### config.mk
export PLATFORM = sky130hd
export DESIGN_NAME = line_normalize_header_filter_flat
export DESIGN_NICKNAME = d
export VERILOG_FILES = /design/src/lnhf_pkg.sv /design/src/lnhf_in_if.sv /design/src/lnhf_out_if.sv /design/src/line_normalize_header_filter.sv /design/src/lnhf_front.sv /design/src/lnhf_cmd_queue.sv /design/src/lnhf_back.sv /design/src/flat_wrapper.sv
export SDC_FILE = /design/constraint.sdc
export NUM_CORES = 1
export LEC_CHECK = 0
export BUFFER_PORTS_ARGS = -buffer_cell sky130_fd_sc_hd__buf_2
export CORE_ASPECT_RATIO = 2
export CORE_MARGIN = 2
export CORE_UTILIZATION = 40
export DETAILED_ROUTE_END_ITERATION = 16
export SLEW_MARGIN = 20
export SYNTH_ARGS = -nofsm -noshare
export SYNTH_HDL_FRONTEND = slang
export SYNTH_SLANG_ARGS = --single-unit
### constraint.sdc
create_clock -name clk_i -period 4.4 [get_ports clk_i]
set_clock_uncertainty 0.2 [all_clocks]
set_input_delay 0.88 -clock clk_i [delete_from_list [all_inputs] [get_ports clk_i]]
set_output_delay 0.88 -clock clk_i [all_outputs]
set_load 0.01 [all_outputs]
### src/lnhf_pkg.sv
// lnhf_pkg: shared types, constants and prefix tables of the line normalize header filter
package lnhf_pkg;

  localparam int HOLD_DEPTH = 17;
  localparam int CNT_W = 5;
  localparam int QUEUE_DEPTH_DEF = 2;

  localparam int LEN_STAT = 17;
  localparam int LEN_STAT2 = 18;
  localparam int LEN_ENV = 7;

  localparam logic [7:0] CHR_CR = 8'h0d;
  localparam logic [7:0] CHR_LF = 8'h0a;
  localparam logic [7:0] CHR_COLON = 8'h3a;

  // longer status prefix in lower case, the shorter one ends with a colon after 16 chars
  localparam logic [7:0] PFX_STAT [LEN_STAT2] = '{
    8'h78, 8'h2d, 8'h6d, 8'h6f, 8'h7a, 8'h69, 8'h6c, 8'h6c, 8'h61,
    8'h2d, 8'h73, 8'h74, 8'h61, 8'h74, 8'h75, 8'h73, 8'h32, 8'h3a
  };

  // envelope prefix, case sensitive
  localparam logic [7:0] PFX_ENV [LEN_ENV] = '{
    8'h46, 8'h72, 8'h6f, 8'h6d, 8'h20, 8'h2d, 8'h20
  };

  typedef enum logic [1:0] {
    MODE_DECIDE = 2'd0,
    MODE_KEEP   = 2'd1,
    MODE_DROP   = 2'd2
  } line_mode_e;

  typedef enum logic [1:0] {
    PH_FLUSH = 2'd0,
    PH_BYTE  = 2'd1,
    PH_CR    = 2'd2,
    PH_LF    = 2'd3
  } phase_e;

  // work for the back end: flush cnt held bytes, then the byte or a line end
  typedef struct packed {
    logic [CNT_W-1:0] cnt;
    logic             eol;
    logic [7:0]       data;
  } cmd_t;

  typedef struct packed {
    logic [CNT_W-1:0] rd_idx;
    logic             flush_done;
  } back_status_t;

  function automatic logic [7:0] lower_ascii(input logic [7:0] c);
    logic [7:0] r;
    r = c;
    if (c >= 8'h41 && c <= 8'h5a) begin
      r = c + 8'h20;
    end
    return r;
  endfunction

endpackage

### src/lnhf_in_if.sv
// lnhf_in_if: raw byte request channel
interface lnhf_in_if;
  logic       valid;
  logic       ready;
  logic [7:0] in_byte;

  modport source (output valid, output in_byte, input ready);
  modport sink (input valid, input in_byte, output ready);
endinterface

### src/lnhf_out_if.sv
// lnhf_out_if: filtered byte request channel
interface lnhf_out_if;
  logic       valid;
  logic       ready;
  logic [7:0] out_byte;
  logic       run_last;

  modport source (output valid, output out_byte, output run_last, input ready);
  modport sink (input valid, input out_byte, input run_last, output ready);
endinterface

### src/line_normalize_header_filter.sv
// line_normalize_header_filter: top level of the line end normalizer and header line filter
//
// in_i takes one raw byte per request; out_o gives the filtered stream one byte per
// request, run_last set on the last byte caused by one input byte. crlf_we_i with
// crlf_wdata_i sets the line end style: 1 gives CR LF, 0 gives LF.
// Throughput: one input byte per cycle while in_i.ready is high. A byte that is kept or a
// line end of a kept line gives its output bytes in turn; a line whose first bytes were
// held also emits its held bytes (up to 17) when it is released.
// An accepted byte goes through the command queue and the output register to out_o.
// The front end classifies bytes and queues commands; the back end emits them. While
// a release of held bytes is still pending, a new line waits at its first byte, since
// the held store is read by the back end during the release.
// When the receiver stalls, the output register holds, the queue fills and then
// in_i.ready drops; nothing is lost.
// Reset (rst_ni low) clears the line state, the queue and the output register and
// sets the LF line end style.
module line_normalize_header_filter #(
  parameter int QueueDepth = lnhf_pkg::QUEUE_DEPTH_DEF
) (
  input  logic        clk_i,
  input  logic        rst_ni,
  input  logic        crlf_we_i,
  input  logic        crlf_wdata_i,
  lnhf_in_if.sink     in_i,
  lnhf_out_if.source  out_o
);
  import lnhf_pkg::*;

  logic         crlf_q;
  logic         push;
  cmd_t         cmd;
  logic         q_full;
  logic         head_valid;
  cmd_t         head;
  logic         pop;
  back_status_t sts;
  logic [7:0]   rd_data;

  always_ff @(posedge clk_i or negedge rst_ni) begin
    if (!rst_ni) begin
      crlf_q <= 1'b0;
    end else if (crlf_we_i) begin
      crlf_q <= crlf_wdata_i;
    end
  end

  lnhf_front #(
    .QueueDepth(QueueDepth)
  ) u_front (
    .clk_i     (clk_i),
    .rst_ni    (rst_ni),
    .in_i      (in_i),
    .q_full_i  (q_full),
    .push_o    (push),
    .cmd_o     (cmd),
    .sts_i     (sts),
    .rd_data_o (rd_data)
  );

  lnhf_cmd_queue #(
    .Depth(QueueDepth)
  ) u_queue (
    .clk_i        (clk_i),
    .rst_ni       (rst_ni),
    .push_i       (push),
    .cmd_i        (cmd),
    .full_o       (q_full),
    .head_valid_o (head_valid),
    .head_o       (head),
    .pop_i        (pop)
  );

  lnhf_back u_back (
    .clk_i        (clk_i),
    .rst_ni       (rst_ni),
    .crlf_i       (crlf_q),
    .head_valid_i (head_valid),
    .head_i       (head),
    .pop_o        (pop),
    .sts_o        (sts),
    .rd_data_i    (rd_data),
    .out_o        (out_o)
  );

endmodule

### src/lnhf_front.sv
// lnhf_front: line splitting, prefix classification and held byte store
module lnhf_front #(
  parameter int QueueDepth = lnhf_pkg::QUEUE_DEPTH_DEF
) (
  input  logic                 clk_i,
  input  logic                 rst_ni,
  lnhf_in_if.sink              in_i,
  input  logic                 q_full_i,
  output logic                 push_o,
  output lnhf_pkg::cmd_t       cmd_o,
  input  lnhf_pkg::back_status_t sts_i,
  output logic [7:0]           rd_data_o
);
  import lnhf_pkg::*;

  localparam int PendW = $clog2(QueueDepth + 2);

  logic [7:0]       held_q [HOLD_DEPTH];
  logic [CNT_W-1:0] held_cnt_q, held_cnt_d;
  logic [2:0]       live_q, live_d;
  line_mode_e       mode_q, mode_d;
  logic             after_cr_q, after_cr_d;
  logic [PendW-1:0] pend_q, pend_d;

  logic             accept;
  logic             held_we;
  logic [7:0]       b;
  logic [7:0]       got_f;
  logic [7:0]       want0, want1, want2;
  logic [2:0]       hit;
  logic             fin;
  logic [CNT_W-1:0] p;
  logic             deciding;
  logic             pend_inc;

  assign deciding = (mode_q != MODE_KEEP) && (mode_q != MODE_DROP);
  assign in_i.ready = !q_full_i && !((pend_q != '0) && deciding);
  assign accept = in_i.valid && in_i.ready;
  assign b = in_i.in_byte;
  assign p = held_cnt_q;
  assign got_f = lower_ascii(b);

  always_comb begin
    want0 = '0;
    want1 = '0;
    want2 = '0;
    if (p == CNT_W'(LEN_STAT - 1)) begin
      want0 = CHR_COLON;
    end else if (p < CNT_W'(LEN_STAT)) begin
      want0 = PFX_STAT[p];
    end
    if (p < CNT_W'(LEN_STAT2)) begin
      want1 = PFX_STAT[p];
    end
    if (p < CNT_W'(LEN_ENV)) begin
      want2 = PFX_ENV[p[2:0]];
    end
    hit[0] = live_q[0] && (p < CNT_W'(LEN_STAT)) && (got_f == want0);
    hit[1] = live_q[1] && (p < CNT_W'(LEN_STAT2)) && (got_f == want1);
    hit[2] = live_q[2] && (p < CNT_W'(LEN_ENV)) && (b == want2);
    fin = (hit[0] && (p == CNT_W'(LEN_STAT - 1))) ||
          (hit[1] && (p == CNT_W'(LEN_STAT2 - 1))) ||
          (hit[2] && (p == CNT_W'(LEN_ENV - 1)));
  end

  always_comb begin
    held_cnt_d = held_cnt_q;
    live_d = live_q;
    mode_d = mode_q;
    after_cr_d = after_cr_q;
    held_we = 1'b0;
    push_o = 1'b0;
    cmd_o.cnt = '0;
    cmd_o.eol = 1'b0;
    cmd_o.data = b;
    if (accept) begin
      after_cr_d = (b == CHR_CR);
      if (after_cr_q && b == CHR_LF) begin
        after_cr_d = 1'b0;
      end else if (b == CHR_CR || b == CHR_LF) begin
        if (mode_q != MODE_DROP) begin
          push_o = 1'b1;
          cmd_o.eol = 1'b1;
          cmd_o.cnt = (mode_q == MODE_KEEP) ? '0 : held_cnt_q;
        end
        held_cnt_d = '0;
        live_d = 3'b111;
        mode_d = MODE_DECIDE;
      end else begin
        case (mode_q)
          MODE_KEEP: begin
            push_o = 1'b1;
          end
          MODE_DROP: begin
          end
          default: begin
            live_d = hit;
            if (fin) begin
              mode_d = MODE_DROP;
              held_cnt_d = '0;
            end else if (hit == 3'b000 || p >= CNT_W'(HOLD_DEPTH)) begin
              push_o = 1'b1;
              cmd_o.cnt = held_cnt_q;
              mode_d = MODE_KEEP;
              held_cnt_d = '0;
            end else begin
              held_we = 1'b1;
              held_cnt_d = p + CNT_W'(1);
            end
          end
        endcase
      end
    end
  end

  assign pend_inc = push_o && (cmd_o.cnt != '0);

  always_comb begin
    pend_d = pend_q;
    if (pend_inc && !sts_i.flush_done) begin
      pend_d = pend_q + PendW'(1);
    end else if (!pend_inc && sts_i.flush_done) begin
      pend_d = pend_q - PendW'(1);
    end
  end

  assign rd_data_o = (sts_i.rd_idx < CNT_W'(HOLD_DEPTH)) ? held_q[sts_i.rd_idx] : '0;

  always_ff @(posedge clk_i or negedge rst_ni) begin
    if (!rst_ni) begin
      held_cnt_q <= '0;
      live_q <= 3'b111;
      mode_q <= MODE_DECIDE;
      after_cr_q <= 1'b0;
      pend_q <= '0;
    end else begin
      held_cnt_q <= held_cnt_d;
      live_q <= live_d;
      mode_q <= mode_d;
      after_cr_q <= after_cr_d;
      pend_q <= pend_d;
    end
  end

  always_ff @(posedge clk_i) begin
    if (held_we) begin
      held_q[p] <= b;
    end
  end

endmodule

### src/lnhf_cmd_queue.sv
// lnhf_cmd_queue: short fifo of commands between front and back end
module lnhf_cmd_queue #(
  parameter int Depth = lnhf_pkg::QUEUE_DEPTH_DEF
) (
  input  logic           clk_i,
  input  logic           rst_ni,
  input  logic           push_i,
  input  lnhf_pkg::cmd_t cmd_i,
  output logic           full_o,
  output logic           head_valid_o,
  output lnhf_pkg::cmd_t head_o,
  input  logic           pop_i
);
  import lnhf_pkg::*;

  localparam int PtrW = (Depth > 1) ? $clog2(Depth) : 1;
  localparam int CntW = $clog2(Depth + 1);

  cmd_t            mem_q [Depth];
  logic [PtrW-1:0] wr_ptr_q, wr_ptr_d;
  logic [PtrW-1:0] rd_ptr_q, rd_ptr_d;
  logic [CntW-1:0] cnt_q, cnt_d;

  assign full_o = (cnt_q == CntW'(Depth));
  assign head_valid_o = (cnt_q != '0);
  assign head_o = mem_q[rd_ptr_q];

  always_comb begin
    wr_ptr_d = wr_ptr_q;
    rd_ptr_d = rd_ptr_q;
    cnt_d = cnt_q;
    if (push_i) begin
      wr_ptr_d = (wr_ptr_q == PtrW'(Depth - 1)) ? '0 : wr_ptr_q + PtrW'(1);
    end
    if (pop_i) begin
      rd_ptr_d = (rd_ptr_q == PtrW'(Depth - 1)) ? '0 : rd_ptr_q + PtrW'(1);
    end
    if (push_i && !pop_i) begin
      cnt_d = cnt_q + CntW'(1);
    end else if (!push_i && pop_i) begin
      cnt_d = cnt_q - CntW'(1);
    end
  end

  always_ff @(posedge clk_i or negedge rst_ni) begin
    if (!rst_ni) begin
      wr_ptr_q <= '0;
      rd_ptr_q <= '0;
      cnt_q <= '0;
    end else begin
      wr_ptr_q <= wr_ptr_d;
      rd_ptr_q <= rd_ptr_d;
      cnt_q <= cnt_d;
    end
  end

  always_ff @(posedge clk_i) begin
    if (push_i) begin
      mem_q[wr_ptr_q] <= cmd_i;
    end
  end

endmodule

### src/lnhf_back.sv
// lnhf_back: command sequencer that emits flushed, kept and line end bytes
module lnhf_back (
  input  logic                   clk_i,
  input  logic                   rst_ni,
  input  logic                   crlf_i,
  input  logic                   head_valid_i,
  input  lnhf_pkg::cmd_t         head_i,
  output logic                   pop_o,
  output lnhf_pkg::back_status_t sts_o,
  input  logic [7:0]             rd_data_i,
  lnhf_out_if.source             out_o
);
  import lnhf_pkg::*;

  logic             out_valid_q, out_valid_d;
  logic [7:0]       out_byte_q, out_byte_d;
  logic             out_last_q, out_last_d;
  logic             busy_q, busy_d;
  cmd_t             cur_q, cur_d;
  phase_e           phase_q, phase_d;
  logic [CNT_W-1:0] idx_q, idx_d;

  cmd_t             job;
  phase_e           ph, ph_nxt;
  logic [CNT_W-1:0] idx;
  logic [CNT_W:0]   idx_inc;
  logic             flush_more;
  logic             more;
  logic             adv;
  logic             fire;
  logic [7:0]       byte_sel;

  assign adv = !out_valid_q || out_o.ready;
  assign fire = adv && (busy_q || head_valid_i);
  assign pop_o = fire && !busy_q;

  // current phase, or the first phase of the head command
  always_comb begin
    job = busy_q ? cur_q : head_i;
    if (busy_q) begin
      ph = phase_q;
      idx = idx_q;
    end else begin
      idx = '0;
      if (head_i.cnt != '0) begin
        ph = PH_FLUSH;
      end else if (!head_i.eol) begin
        ph = PH_BYTE;
      end else if (crlf_i) begin
        ph = PH_CR;
      end else begin
        ph = PH_LF;
      end
    end
  end

  assign idx_inc = {1'b0, idx} + (CNT_W + 1)'(1);
  assign flush_more = idx_inc < {1'b0, job.cnt};

  // next phase
  always_comb begin
    ph_nxt = ph;
    more = 1'b0;
    unique case (ph)
      PH_FLUSH: begin
        more = 1'b1;
        if (flush_more) begin
          ph_nxt = PH_FLUSH;
        end else if (!job.eol) begin
          ph_nxt = PH_BYTE;
        end else if (crlf_i) begin
          ph_nxt = PH_CR;
        end else begin
          ph_nxt = PH_LF;
        end
      end
      PH_BYTE: begin
        more = 1'b0;
      end
      PH_CR: begin
        more = 1'b1;
        ph_nxt = PH_LF;
      end
      PH_LF: begin
        more = 1'b0;
      end
      default: begin
        more = 1'b0;
      end
    endcase
  end

  // emitted byte
  always_comb begin
    unique case (ph)
      PH_FLUSH: byte_sel = rd_data_i;
      PH_BYTE:  byte_sel = job.data;
      PH_CR:    byte_sel = CHR_CR;
      PH_LF:    byte_sel = CHR_LF;
      default:  byte_sel = CHR_LF;
    endcase
  end

  assign sts_o.rd_idx = idx;
  assign sts_o.flush_done = fire && (ph == PH_FLUSH) && !flush_more;

  always_comb begin
    out_valid_d = out_valid_q;
    out_byte_d = out_byte_q;
    out_last_d = out_last_q;
    busy_d = busy_q;
    cur_d = cur_q;
    phase_d = phase_q;
    idx_d = idx_q;
    if (fire) begin
      out_valid_d = 1'b1;
      out_byte_d = byte_sel;
      out_last_d = !more;
      busy_d = more;
      cur_d = job;
      phase_d = ph_nxt;
      idx_d = (ph == PH_FLUSH && flush_more) ? idx_inc[CNT_W-1:0] : idx;
    end else if (adv) begin
      out_valid_d = 1'b0;
    end
  end

  always_ff @(posedge clk_i or negedge rst_ni) begin
    if (!rst_ni) begin
      out_valid_q <= 1'b0;
      busy_q <= 1'b0;
      phase_q <= PH_FLUSH;
      idx_q <= '0;
    end else begin
      out_valid_q <= out_valid_d;
      busy_q <= busy_d;
      phase_q <= phase_d;
      idx_q <= idx_d;
    end
  end

  always_ff @(posedge clk_i) begin
    out_byte_q <= out_byte_d;
    out_last_q <= out_last_d;
    cur_q <= cur_d;
  end

  assign out_o.valid = out_valid_q;
  assign out_o.out_byte = out_byte_q;
  assign out_o.run_last = out_last_q;

endmodule

### src/flat_wrapper.sv
// flat-port wrapper written by rule: the top's interface ports become plain ports
module line_normalize_header_filter_flat import lnhf_pkg::*;
#(
  parameter int QueueDepth = lnhf_pkg::QUEUE_DEPTH_DEF
)
  (clk_i, rst_ni, crlf_we_i, crlf_wdata_i, in_i_valid, in_i_in_byte, in_i_ready, out_o_valid, out_o_out_byte, out_o_run_last, out_o_ready);
  lnhf_in_if in_i_i ();
  lnhf_out_if out_o_i ();
  input  logic clk_i;
  input  logic rst_ni;
  input  logic crlf_we_i;
  input  logic crlf_wdata_i;
  input wire logic [$bits(in_i_i.valid)-1:0] in_i_valid;
  input wire logic [$bits(in_i_i.in_byte)-1:0] in_i_in_byte;
  output wire logic [$bits(in_i_i.ready)-1:0] in_i_ready;
  output wire logic [$bits(out_o_i.valid)-1:0] out_o_valid;
  output wire logic [$bits(out_o_i.out_byte)-1:0] out_o_out_byte;
  output wire logic [$bits(out_o_i.run_last)-1:0] out_o_run_last;
  input wire logic [$bits(out_o_i.ready)-1:0] out_o_ready;
  assign in_i_i.valid = in_i_valid;
  assign in_i_i.in_byte = in_i_in_byte;
  assign in_i_ready = in_i_i.ready;
  assign out_o_valid = out_o_i.valid;
  assign out_o_out_byte = out_o_i.out_byte;
  assign out_o_run_last = out_o_i.run_last;
  assign out_o_i.ready = out_o_ready;
  line_normalize_header_filter #(.QueueDepth(QueueDepth)) u_core (.clk_i(clk_i), .rst_ni(rst_ni), .crlf_we_i(crlf_we_i), .crlf_wdata_i(crlf_wdata_i), .in_i(in_i_i), .out_o(out_o_i));
endmodule
==> flow_results.xml <==
<?xml version="1.0" encoding="UTF-8"?>
<metrics>
  <group name="routing">
    <metric name="drtPass1Iterations" unit="">5</metric>
    <metric name="drcViolationCount" unit="">0</metric>
    <metric name="top_metal_layer_carrying_routed_signals" unit="">met4</metric>
    <metric name="route.detailed.wl_per_inst" unit="µm">22.68</metric>
    <metric name="avgViaCountPerCell" unit="">5.629</metric>
    <metric name="overall_via_count_from_detail_route" unit="">6727</metric>
    <metric name="met3_wirelength" unit="µm">861</metric>
    <metric name="routed_wirelength" unit="µm">27100</metric>
    <metric name="detail_route.iter0.violations" unit="">471</metric>
    <metric name="wl_met1" unit="µm">9403</metric>
    <metric name="drtAntennaViolNets" unit="">0</metric>
    <metric name="met2_length" unit="µm">15430</metric>
  </group>
  <group name="critical_path">
    <metric name="start_kind" unit="">flip-flop</metric>
    <metric name="crit_path_max_fanout" unit="">13</metric>
    <metric name="r2r_end" unit="">u_core.u_front.pend_q[1]</metric>
    <metric name="timing.critical_path.slowest_stage_cell" unit="">a311oi_1</metric>
    <metric name="critical_path_buf_inv_count" unit="">1</metric>
    <metric name="path_delay_family" unit="">simple AND/OR/NAND/NOR gates</metric>
    <metric name="path_class" unit="">reg2reg</metric>
    <metric name="end_kind" unit="">flip-flop</metric>
    <metric name="cp_cell_sequence" unit="">buf_4 &gt; or2_2 &gt; a311oi_1 &gt; nor3b_1 &gt; a211oi_1 &gt; or4b_4 &gt; a221oi_4 &gt; nand4b_2 &gt; a21oi_1 &gt; ha_1 &gt; nor2_1 &gt; xor2_1</metric>
    <metric name="data_required_time_at_the_worst_endpoint" unit="ns">4.62</metric>
    <metric name="critical-path-max-stage-delay" unit="ns">0.70</metric>
    <metric name="ff2ff_setup_slack" unit="ns">0.22</metric>
    <metric name="crit-reg2reg-launch" unit="">u_core.u_front.held_cnt_q[1]</metric>
    <metric name="rr_worst_depth" unit="">12</metric>
    <metric name="cp.arrival" unit="ns">4.41</metric>
  </group>
  <group name="cells_and_area">
    <metric name="final_nets" unit="">876</metric>
    <metric name="area.growth.synth_to_final" unit="%">15.05</metric>
    <metric name="antennaDiodeCount" unit="">0</metric>
    <metric name="drive_gt1_share" unit="%">20.84</metric>
    <metric name="num-fill-cells" unit="">2213</metric>
    <metric name="multi_input_area" unit="µm²">3515</metric>
    <metric name="layout.area.seq" unit="µm²">6295</metric>
  </group>
  <group name="global_route">
    <metric name="total_grt_overflow" unit="">0</metric>
    <metric name="grt_pass1_vias" unit="">6748</metric>
    <metric name="largest_net_degree_at_the_start_of_global_routing" unit="">40</metric>
    <metric name="track_usage" unit="%">20.81</metric>
    <metric name="wire_length_of_the_first_global_routing_pass" unit="µm">40890</metric>
    <metric name="initial_antenna_violation_count" unit="">0</metric>
  </group>
  <group name="floorplan">
    <metric name="ioPinCount" unit="">25</metric>
    <metric name="die_area" unit="µm²">26690</metric>
    <metric name="die_w" unit="µm">116.5</metric>
    <metric name="floorplan.initialDensity" unit="%">40.63</metric>
    <metric name="core.rowCount" unit="">82</metric>
    <metric name="floorplan.core_area" unit="µm²">24930</metric>
    <metric name="die_h" unit="µm">229.0</metric>
  </group>
  <group name="place">
    <metric name="detailedPlacementHpwl" unit="µm">19550</metric>
    <metric name="port_buffers" unit="">24</metric>
    <metric name="place_congestion" unit="">0.9715</metric>
  </group>
  <group name="clock_network">
    <metric name="clk_root_buffer_cell" unit="">clkbuf_16</metric>
    <metric name="cts.repair.resized" unit="">0</metric>
    <metric name="cts-htree-levels" unit="">1</metric>
    <metric name="cts_hold_repair.buffers" unit="">0</metric>
    <metric name="worst_skew_pair.late_latency" unit="ns">0.50</metric>
    <metric name="postCtsSetupRepairBufs" unit="">0</metric>
    <metric name="numClockSinks" unit="">214</metric>
    <metric name="clock_path_buffers" unit="">3</metric>
    <metric name="clkTransAtPathRegs" unit="ns">0.07</metric>
    <metric name="cts_buffers" unit="">20</metric>
    <metric name="cts_tree" unit="">done</metric>
  </group>
  <group name="yosys">
    <metric name="synthDominantAreaCellType" unit="">edfxtp_1</metric>
    <metric name="syn_area_per_cell" unit="µm²">13.09</metric>
    <metric name="synth_seq_cells" unit="">214</metric>
    <metric name="synth.area.top_cells" unit="">edfxtp_1 55%, dfrtp_1 5.9%, mux2i_1 4.5%</metric>
    <metric name="synth.distinct_cells" unit="">78</metric>
    <metric name="most_common_library_cells_after_synthesis" unit="">187 x edfxtp_1, 66 x nand2_1, 46 x mux2i_1, 42 x nor2_1, 34 x a21oi_1</metric>
    <metric name="yosys_warnings" unit="">0</metric>
    <metric name="syn-num-nets" unit="">805</metric>
    <metric name="synth-async-reset-ratio" unit="%">12.62</metric>
    <metric name="number_of_flops_mapped_to_enable_cells_by_yosys" unit="">187</metric>
    <metric name="syn_area" unit="µm²">10130</metric>
    <metric name="fraction_of_the_yosys_area_taken_by_sequential_cells" unit="%">62.15</metric>
    <metric name="yosys.cell_count.top_type" unit="">edfxtp_1</metric>
    <metric name="cell_count_after_synthesis" unit="">774</metric>
    <metric name="synth_top_flop_cell" unit="">edfxtp_1</metric>
    <metric name="yosys.area.top_type_share" unit="%">55.44</metric>
  </group>
  <group name="sta">
    <metric name="timing.fmax" unit="MHz">239.0</metric>
    <metric name="timing.final.hold_violations" unit="">0</metric>
    <metric name="worst_pin_slew" unit="ns">0.7737</metric>
    <metric name="fin_setup_tns" unit="ns">0</metric>
    <metric name="timing.hold.ws" unit="ns">0.2363</metric>
    <metric name="final_min_period_over_clock_period" unit="%">95.11</metric>
    <metric name="rsz0062_at_grt" unit="">no</metric>
    <metric name="final.min_clock_period" unit="ns">4.185</metric>
    <metric name="setup_viol" unit="">0</metric>
    <metric name="timing.max_slew.rel_slack" unit="%">47.95</metric>
    <metric name="finalMaxSlewViolations" unit="">0</metric>
  </group>
  <group name="power_and_ir_drop">
    <metric name="switching_share" unit="%">33.75</metric>
    <metric name="worst_ir_drop_vdd" unit="µV">240.0</metric>
    <metric name="seq_power_share" unit="%">41.8</metric>
    <metric name="power_density" unit="nW/µm²">550.6</metric>
    <metric name="power.share.clock" unit="%">26.1</metric>
    <metric name="comb_power_share" unit="%">32.2</metric>
    <metric name="power.net_switching" unit="mW">2.166</metric>
    <metric name="internal_portion_of_total_power" unit="mW">4.251</metric>
    <metric name="p_leak" unit="nW">4.168</metric>
  </group>
  <group name="status">
    <metric name="run_status" unit="">finished clean</metric>
  </group>
  <group name="flow_run">
    <metric name="maxCapViolCount" unit="">0</metric>
  </group>
  <group name="min_path">
    <metric name="worstHoldPathType" unit="">in2async</metric>
  </group>
</metrics>
-- how the worst max path moves through the flow --
stage	start	to	cells past startpoint
global placement	in_i_in_byte[2]	u_core.u_front.pend_q[1]	12
CTS	u_core.u_front.held_cnt_q[0]	u_core.u_front.pend_q[1]	13
detailed placement	in_i_in_byte[2]	u_core.u_front.pend_q[1]	12
global route	u_core.u_front.held_cnt_q[0]	u_core.u_front.pend_q[1]	15
finish	u_core.u_front.held_cnt_q[1]	u_core.u_front.pend_q[1]	12
floorplan	in_i_in_byte[1]	u_core.u_front.held_q[8][0]	9
-- per-layer routing --
metal	vias to the layer above	global-route usage, %
met3	63	1.799
met5	-	0
li1	3118	-
met2	208	39.46
met4	0	10.42
met1	3338	22.18
-- state kept, by name (all words and copies together), names as in the netlist, 3 cells and up --
name,count
u_core.u_queue.mem_q,28
u_core.u_front.live_q,3
u_core.u_front.held_cnt_q,5
u_core.u_back.cur_q,14
u_core.u_back.out_o.out_byte,8
u_core.u_back.idx_q,5
u_core.u_front.held_q,136
-- cells by family after synthesis --
family                     share of synthesized area [%]
adders and majority gates                          2.100
AOI/OAI and AO/OA                                  12.49
DFF                                                62.15
xor gates and xnor gates                           1.384
buffers and inverters                              3.508
muxes                                              7.103
and+or+nand+nor                                    11.27
-- power by group through the flow --
stage / Sequential (mW) / Combinational [mW] / Clock, mW
global placement: 2.72 / 2.05 / 0
detailed placement: 2.72 / 2.07 / 0
global route: 2.71 / 2.23 / 1.79
finish: 2.68 / 2.06 / 1.67
CTS: 2.68 / 2.08 / 1.71
floorplan: 2.70 / 1.35 / 0
-- cell usage in the layout, fill, tap and decap left out, drive strengths merged, types with 5 or more instances in the layout --
master / instances
edfxtp: 187
buf: 98
nand2: 66
mux2i: 46
nor2: 42
a21oi: 34
o21ai: 34
nor3: 28
clkbuf: 27
dfrtp: 24
inv: 23
a211oi: 18
ha: 17
nand3: 13
nor2b: 12
a221oi: 12
mux2: 9
o22ai: 9
xor2: 8
and2: 8
xnor2: 8
a311oi: 8
o21a: 7
o211ai: 7
mux4: 7
nor4: 7
a21o: 7
nand2b: 6
or2: 6
clkinv: 6
a31oi: 5
-- layout make-up --
cell class,instances,area share [%]
Inverter,22,0.7087
Clock inverter,9,0.5261
Multi-Input combinational cell,489,30.16
Clock buffer,27,4.961
Sequential cell,214,54.02
Tap cell,336,3.608
Timing Repair Buffer,98,6.013
-- through the flow --
stage                     utilization [%]  setup WS [ns]  cell area [µm²]  std cells  power (mW)
final                               46.74         0.2150            11650       1195       6.416
after global routing                46.74       0.001013            11650       1195       6.728
after CTS                           46.74         0.2418            11650       1195       6.461
after detailed placement            44.17        0.09523            11010       1159       4.788
after global placement              44.17         0.1218            11010       1159       4.765
after floorplan                         -        0.02683            10140        774       4.049
No activity file was read; power rests on OpenSTA's default activity.
